===== src/design/sphere_box_world_query_unit_assert.svh =====
// ----------------------------------------------------------------------------
// Sphere/box world query assertion macros
// Concurrent assertion shorthands clocked on the rising edge of a given clock and disabled in reset.
// ----------------------------------------------------------------------------
`ifndef SPHERE_BOX_WORLD_QUERY_UNIT_ASSERT_SVH
`define SPHERE_BOX_WORLD_QUERY_UNIT_ASSERT_SVH

`ifndef ASSERT_OFF

`define SBWQ_ASSERT(lbl, clk, rst_n, prop) \
  lbl: assert property (@(posedge clk) disable iff (!rst_n) prop) \
    else $error("sbwq assertion failed");

`define SBWQ_ASSERT_NEVER(lbl, clk, rst_n, prop) \
  lbl: assert property (@(posedge clk) disable iff (!rst_n) !(prop)) \
    else $error("sbwq assertion failed");

`else

`define SBWQ_ASSERT(lbl, clk, rst_n, prop)

`define SBWQ_ASSERT_NEVER(lbl, clk, rst_n, prop)

`endif

`endif


===== src/design/sbwq_pkg.sv =====
// ----------------------------------------------------------------------------
// Sphere/box world query package
// Shared item types, codes and constants.
// ----------------------------------------------------------------------------
`default_nettype none

package sbwq_pkg;

  localparam int unsigned BOXES_DEF    = 16;
  localparam int unsigned CFG_IDX_W    = 1;
  localparam int unsigned CFG_DATA_W   = 16;
  localparam int unsigned DRAIN_CYCLES = 4;
  localparam int unsigned DRAIN_W      = 2;

  localparam logic [15:0]        WALL_TOP_MARGIN_RST    = 16'd80;
  localparam logic [15:0]        GROUND_SNAP_MARGIN_RST = 16'd320;
  localparam logic signed [23:0] NO_GROUND              = -24'sd1600000;
  localparam logic signed [23:0] HEIGHT_MAX             = 24'sh7FFFFF;
  localparam logic signed [23:0] HEIGHT_MIN             = -24'sh800000;

  typedef enum logic [0:0] {
    CMD_LOAD  = 1'b0,
    CMD_QUERY = 1'b1
  } cmd_e;

  typedef enum logic [1:0] {
    KIND_EMPTY  = 2'd0,
    KIND_GROUND = 2'd1,
    KIND_WALL   = 2'd2
  } kind_e;

  typedef enum logic [CFG_IDX_W-1:0] {
    CFG_WALL_TOP_MARGIN    = 1'b0,
    CFG_GROUND_SNAP_MARGIN = 1'b1
  } cfg_idx_e;

  typedef enum logic [1:0] {
    ST_IDLE,
    ST_SCAN,
    ST_DRAIN,
    ST_RESULT
  } state_e;

  typedef struct packed {
    logic              cmd;
    logic [3:0]        slot;
    logic [1:0]        kind;
    logic signed [23:0] pos_x;
    logic signed [23:0] pos_y;
    logic signed [23:0] pos_z;
    logic [22:0]       half_x;
    logic [22:0]       half_y;
    logic [22:0]       half_z;
    logic [19:0]       radius;
  } in_item_t;

  typedef struct packed {
    logic              wall_hit;
    logic              ground_hit;
    logic signed [23:0] ground_height;
  } out_item_t;

  typedef struct packed {
    logic [1:0]        kind;
    logic signed [23:0] cx;
    logic signed [23:0] cy;
    logic signed [23:0] cz;
    logic [22:0]       ex;
    logic [22:0]       ey;
    logic [22:0]       ez;
  } geo_t;

  typedef struct packed {
    logic load;
    logic capture;
    logic rd_en;
    logic result;
  } ctl_cmd_t;

endpackage

`default_nettype wire


===== src/design/sbwq_ctrl.sv =====
// ----------------------------------------------------------------------------
// Sphere/box world query controller
// Accepts items, sequences the table scan and hands off results.
// ----------------------------------------------------------------------------
`default_nettype none

module sbwq_ctrl #(
  parameter int unsigned BOXES = sbwq_pkg::BOXES_DEF,
  localparam int unsigned AW   = (BOXES > 1) ? $clog2(BOXES) : 1
) (
  input  wire logic               clk_i,
  input  wire logic               rst_ni,
  input  wire logic               in_valid_i,
  input  wire logic               in_is_query_i,
  output logic                    in_ready_o,
  input  wire logic               out_ready_i,
  output logic                    out_valid_o,
  output sbwq_pkg::ctl_cmd_t      cmd_o,
  output logic [AW-1:0]           rd_addr_o
);

  localparam logic [AW-1:0] LAST = AW'(BOXES - 1);
  localparam logic [sbwq_pkg::DRAIN_W-1:0] DRAIN_LAST =
    sbwq_pkg::DRAIN_W'(sbwq_pkg::DRAIN_CYCLES - 1);

  sbwq_pkg::state_e state_q, state_d;
  logic [AW-1:0]                idx_q, idx_d;
  logic [sbwq_pkg::DRAIN_W-1:0] drn_q, drn_d;
  logic                         out_valid_q, out_valid_d;

  always_ff @(posedge clk_i or negedge rst_ni) begin
    if (!rst_ni) begin
      state_q     <= sbwq_pkg::ST_IDLE;
      idx_q       <= '0;
      drn_q       <= '0;
      out_valid_q <= 1'b0;
    end else begin
      state_q     <= state_d;
      idx_q       <= idx_d;
      drn_q       <= drn_d;
      out_valid_q <= out_valid_d;
    end
  end

  always_comb begin
    state_d    = state_q;
    idx_d      = idx_q;
    drn_d      = drn_q;
    in_ready_o = 1'b0;
    cmd_o      = '0;
    rd_addr_o  = idx_q;
    case (state_q)
      sbwq_pkg::ST_IDLE: begin
        in_ready_o = 1'b1;
        if (in_valid_i) begin
          if (in_is_query_i == sbwq_pkg::CMD_QUERY) begin
            cmd_o.capture = 1'b1;
            idx_d         = '0;
            state_d       = sbwq_pkg::ST_SCAN;
          end else begin
            cmd_o.load = 1'b1;
            state_d    = sbwq_pkg::ST_RESULT;
          end
        end
      end
      sbwq_pkg::ST_SCAN: begin
        cmd_o.rd_en = 1'b1;
        if (idx_q == LAST) begin
          drn_d   = '0;
          state_d = sbwq_pkg::ST_DRAIN;
        end else begin
          idx_d = idx_q + 1'b1;
        end
      end
      sbwq_pkg::ST_DRAIN: begin
        if (drn_q == DRAIN_LAST) begin
          state_d = sbwq_pkg::ST_RESULT;
        end else begin
          drn_d = drn_q + 1'b1;
        end
      end
      sbwq_pkg::ST_RESULT: begin
        if (!out_valid_q || out_ready_i) begin
          cmd_o.result = 1'b1;
          state_d      = sbwq_pkg::ST_IDLE;
        end
      end
      default: begin
        state_d = sbwq_pkg::ST_IDLE;
      end
    endcase
  end

  always_comb begin
    out_valid_d = out_valid_q;
    if (cmd_o.result) begin
      out_valid_d = 1'b1;
    end else if (out_ready_i) begin
      out_valid_d = 1'b0;
    end
  end

  assign out_valid_o = out_valid_q;

endmodule

`default_nettype wire


===== config.mk =====
export PLATFORM = sky130hd
export DESIGN_NAME = sbwq_ctrl
export DESIGN_NICKNAME = d
export VERILOG_FILES = /design/src/design/sphere_box_world_query_unit_assert.svh /design/src/design/sbwq_pkg.sv /design/src/design/sbwq_ctrl.sv
export SDC_FILE = /design/constraint.sdc
export NUM_CORES = 1
export LEC_CHECK = 0
export ABC_AREA = 1
export ABC_CLOCK_PERIOD_IN_PS = 1400
export BUFFER_PORTS_ARGS = -buffer_cell sky130_fd_sc_hd__clkbuf_2
export CAP_MARGIN = 20
export CORE_MARGIN = 5
export CORE_UTILIZATION = 50
export DETAILED_ROUTE_END_ITERATION = 8
export PLACE_DENSITY_LB_ADDON = 0.25
export SETUP_SLACK_MARGIN = 0.1
export SYNTH_ARGS = -nofsm -noshare
export SYNTH_HDL_FRONTEND = slang
export SYNTH_SLANG_ARGS = --single-unit

===== constraint.sdc =====
create_clock -name clk_i -period 1.4 [get_ports clk_i]
set_input_delay 0 -clock clk_i [delete_from_list [all_inputs] [get_ports clk_i]]
set_output_delay 0 -clock clk_i [all_outputs]
set_load 0.005 [all_outputs]

==> results.sh <==
export IMPL_clk_latency_ns=0.26
export IMPL_worstSetupStartpoint="state_q[0]"
export IMPL_cts_tree="yes"
export IMPL_p_total_mw=1.770
export IMPL_cts_root_buf="clkbuf_4"
export IMPL_slew_headroom=0.8412
export IMPL_num_vias=648
export IMPL_antenna_found_initial=0
export IMPL_overflow=0
export IMPL_hp_class="in2async"
export IMPL_wl_per_cell_um=12.10
export IMPL_grt_max_degree=10
export IMPL_setup_tns_ns=0
export IMPL_slew_viol_final=0
export IMPL_clk_pin_slew_ns=0.07
export IMPL_regToRegSetupSlack_ns=0.10
export IMPL_finalSetupViolations=0
export IMPL_crit_fanout=3
export IMPL_place_hpwl_um=1159
export IMPL_grt_use_total=0.1660
export IMPL_endpoint_kind="output pin"
export IMPL_ys_ff_latch=9
export IMPL_nets=129
export IMPL_status="completed"
export IMPL_ys_seq_area_frac=0.3475
export IMPL_cts_sinks=9
export IMPL_synth_top_area_frac=0.3475
export IMPL_rr_startpoint="state_q[0]"
export IMPL_required_ns=1.40
export IMPL_cap_violations=0
export IMPL_start_kind="flop"
export IMPL_clock_path_buffers=2
export IMPL_hold_viol=0
export IMPL_ir_worst_vdd_v=0.001205
export IMPL_fin_skew_ns=0.002528
export IMPL_min_period_ns=1.324
export IMPL_synth_avg_cell_area_um2=7.122
export IMPL_p_leak_nw=0.4849
export IMPL_ant_nets=0
export IMPL_layout_area_overhead_vs_synth_pct=34.36
export IMPL_syn_nets=103
export IMPL_netlist_area_um2=648.1
export IMPL_syn_inst=91
export IMPL_ff2ff_path_depth=7
export IMPL_diodes=0
export IMPL_htree_levels=1
export IMPL_layout_drive_gt1_share=0.3707
export IMPL_crit_end="cmd_o[2]"
export IMPL_p_per_area_nw_per_um2=2032
export IMPL_first_iter_violations=9
export IMPL_grt_pass1_vias=625
export IMPL_worst_slew_pin_slew_ns=0.2381
export IMPL_synth_area_leaders="dfrtp_1 (35%), nand2_1 (19%), ha_1 (14%)"
export IMPL_path_class="reg2out"
export IMPL_dieArea_um2=2116
export IMPL_drtPass1Iterations=4
export IMPL_synth_warnings=0
export IMPL_fin_crit_sh=0.9461
export IMPL_finalWeightedCongestion=0.7945
export IMPL_worstPathArrival_ns=1.32
export IMPL_port_buffers=14
export IMPL_synth_area_leader_cell="dfrtp_1"
export IMPL_vias_per_cell=4.947
export IMPL_start_util=0.5108
export IMPL_cts_buffers=3
export IMPL_io_pins=15
export IMPL_fmaxAchievable_mhz=755.0
export IMPL_num_rows=13
export IMPL_routed_wl_um=1585
export IMPL_die_w_um=46.01
export IMPL_grt_pass1_wl_um=2490
export IMPL_rsz0062_at_grt="true"
export IMPL_r2r_end="rd_addr_o[1]"
export IMPL_die_h_um=46.01
export IMPL_fill_cells=113
export IMPL_drc=0
export IMPL_synth_cell_type_count=17
export IMPL_core_um2=1269
==> cells by family after synthesis <==
kind of cell             synth area share
AND/OR/NAND/NOR                    0.3880
buffers and inverters             0.09074
flip-flops                         0.3475
adder cells (fa/ha/maj)            0.1351
AO/OA/AOI/OAI                     0.03860
==> per-stage QoR <==
| step | std cells | hold WS [ns] | setup slack, ns | area, µm² | util |
|---|---|---|---|---|---|
| floorplan | 91 | -0.2956 | 0.1240 | 648.1 | - |
| global placement | 122 | -0.1330 | 0.09714 | 752.0 | 0.5927 |
| detailed placement | 122 | -0.1305 | 0.05146 | 752.0 | 0.5927 |
| CTS | 130 | 0.1333 | 0.06446 | 829.5 | 0.6538 |
| global route | 131 | 0.1634 | 0.01254 | 870.8 | 0.6864 |
| finish | 131 | 0.1305 | 0.07551 | 870.8 | 0.6864 |
==> timing repair <==
action | in CTS | in global routing
resized for setup | 5 | 12
pin swaps | 1 | 2
hold endpoints to repair | 10 | 0
buffers inserted | 2 | 1
hold buffers | 2 | 0
endpoints found under the setup margin | 8 | 10
==> worst max-delay path, stage by stage (launching register included) <==
cell	delay (ns)
dfrtp_1	0.41
inv_2	0.11
ha_2	0.20
inv_2	0.06
nor3_2	0.16
clkbuf_2	0.13
==> report_power, final <==
group | internal, mW | total (mW) | switching, mW
clock | 0.110 | 0.207 | 0.0973
combinational | 0.495 | 1.16 | 0.660
sequential | 0.339 | 0.407 | 0.0677
total | 0.945 | 1.77 | 0.825
==> worst min-delay path by stage <==
stage | to | slack, ns | startpoint
finish | state_q[0] | 0.13 | rst_ni
global route | rd_addr_o[2] | 0.16 | rst_ni
CTS | drn_q[1] | 0.13 | rst_ni
detailed placement | rd_addr_o[3] | -0.13 | rst_ni
global placement | rd_addr_o[2] | -0.13 | rst_ni
floorplan | drn_q[0] | -0.30 | rst_ni
==> final cells by class <==
| class | instances | area, µm² | area share |
|---|---|---|---|
| Sequential cell | 9 | 225.2 | 0.2586 |
| Timing Repair Buffer | 22 | 138.9 | 0.1595 |
| Clock buffer | 4 | 26.28 | 0.03017 |
| Inverter | 13 | 51.30 | 0.05891 |
| Multi-Input combinational cell | 68 | 410.4 | 0.4713 |
| Tap cell | 15 | 18.77 | 0.02155 |
==> cell usage in the layout (no fill, tap or decap), drive strengths merged <==
| cell | count |
|---|---|
| nand3b | 1 |
| o21ai | 4 |
| nor2 | 7 |
| a21oi | 1 |
| clkbuf | 17 |
| buf | 7 |
| nand3 | 7 |
| nand4 | 3 |
| or2 | 1 |
| nor3 | 1 |
| ha | 7 |
| nand2 | 36 |
| inv | 13 |
| dlygate4sd3 | 2 |
| dfrtp | 9 |
==> sequential cells by signal, indices dropped and copies added, names as in the netlist <==
signal / cells
rd_addr_o: 4
drn_q: 2
state_q: 2
out_valid_o: 1
==> routing by layer <==
metal	track usage	vias to the layer above	part of all wire
li1	-	334	-
met1	0.1933	298	0.45
met4	0.06818	0	0.0088
met3	0.02372	2	0.038
met2	0.2967	14	0.51
met5	0	-	0
==> Yosys cell counts <==
cell,number
inv_2,3
nor3_1,1
nand2_1,33
a21oi_1,1
dfrtp_1,9
nand3_1,7
buf_4,1
inv_1,9
o21ai_1,4
nor2_1,7
nand3b_1,1
or2_2,1
ha_1,7
nand2_2,1
inv_4,1
nand4_1,3
nand2_4,2
(Power assumes the default switching activity.)
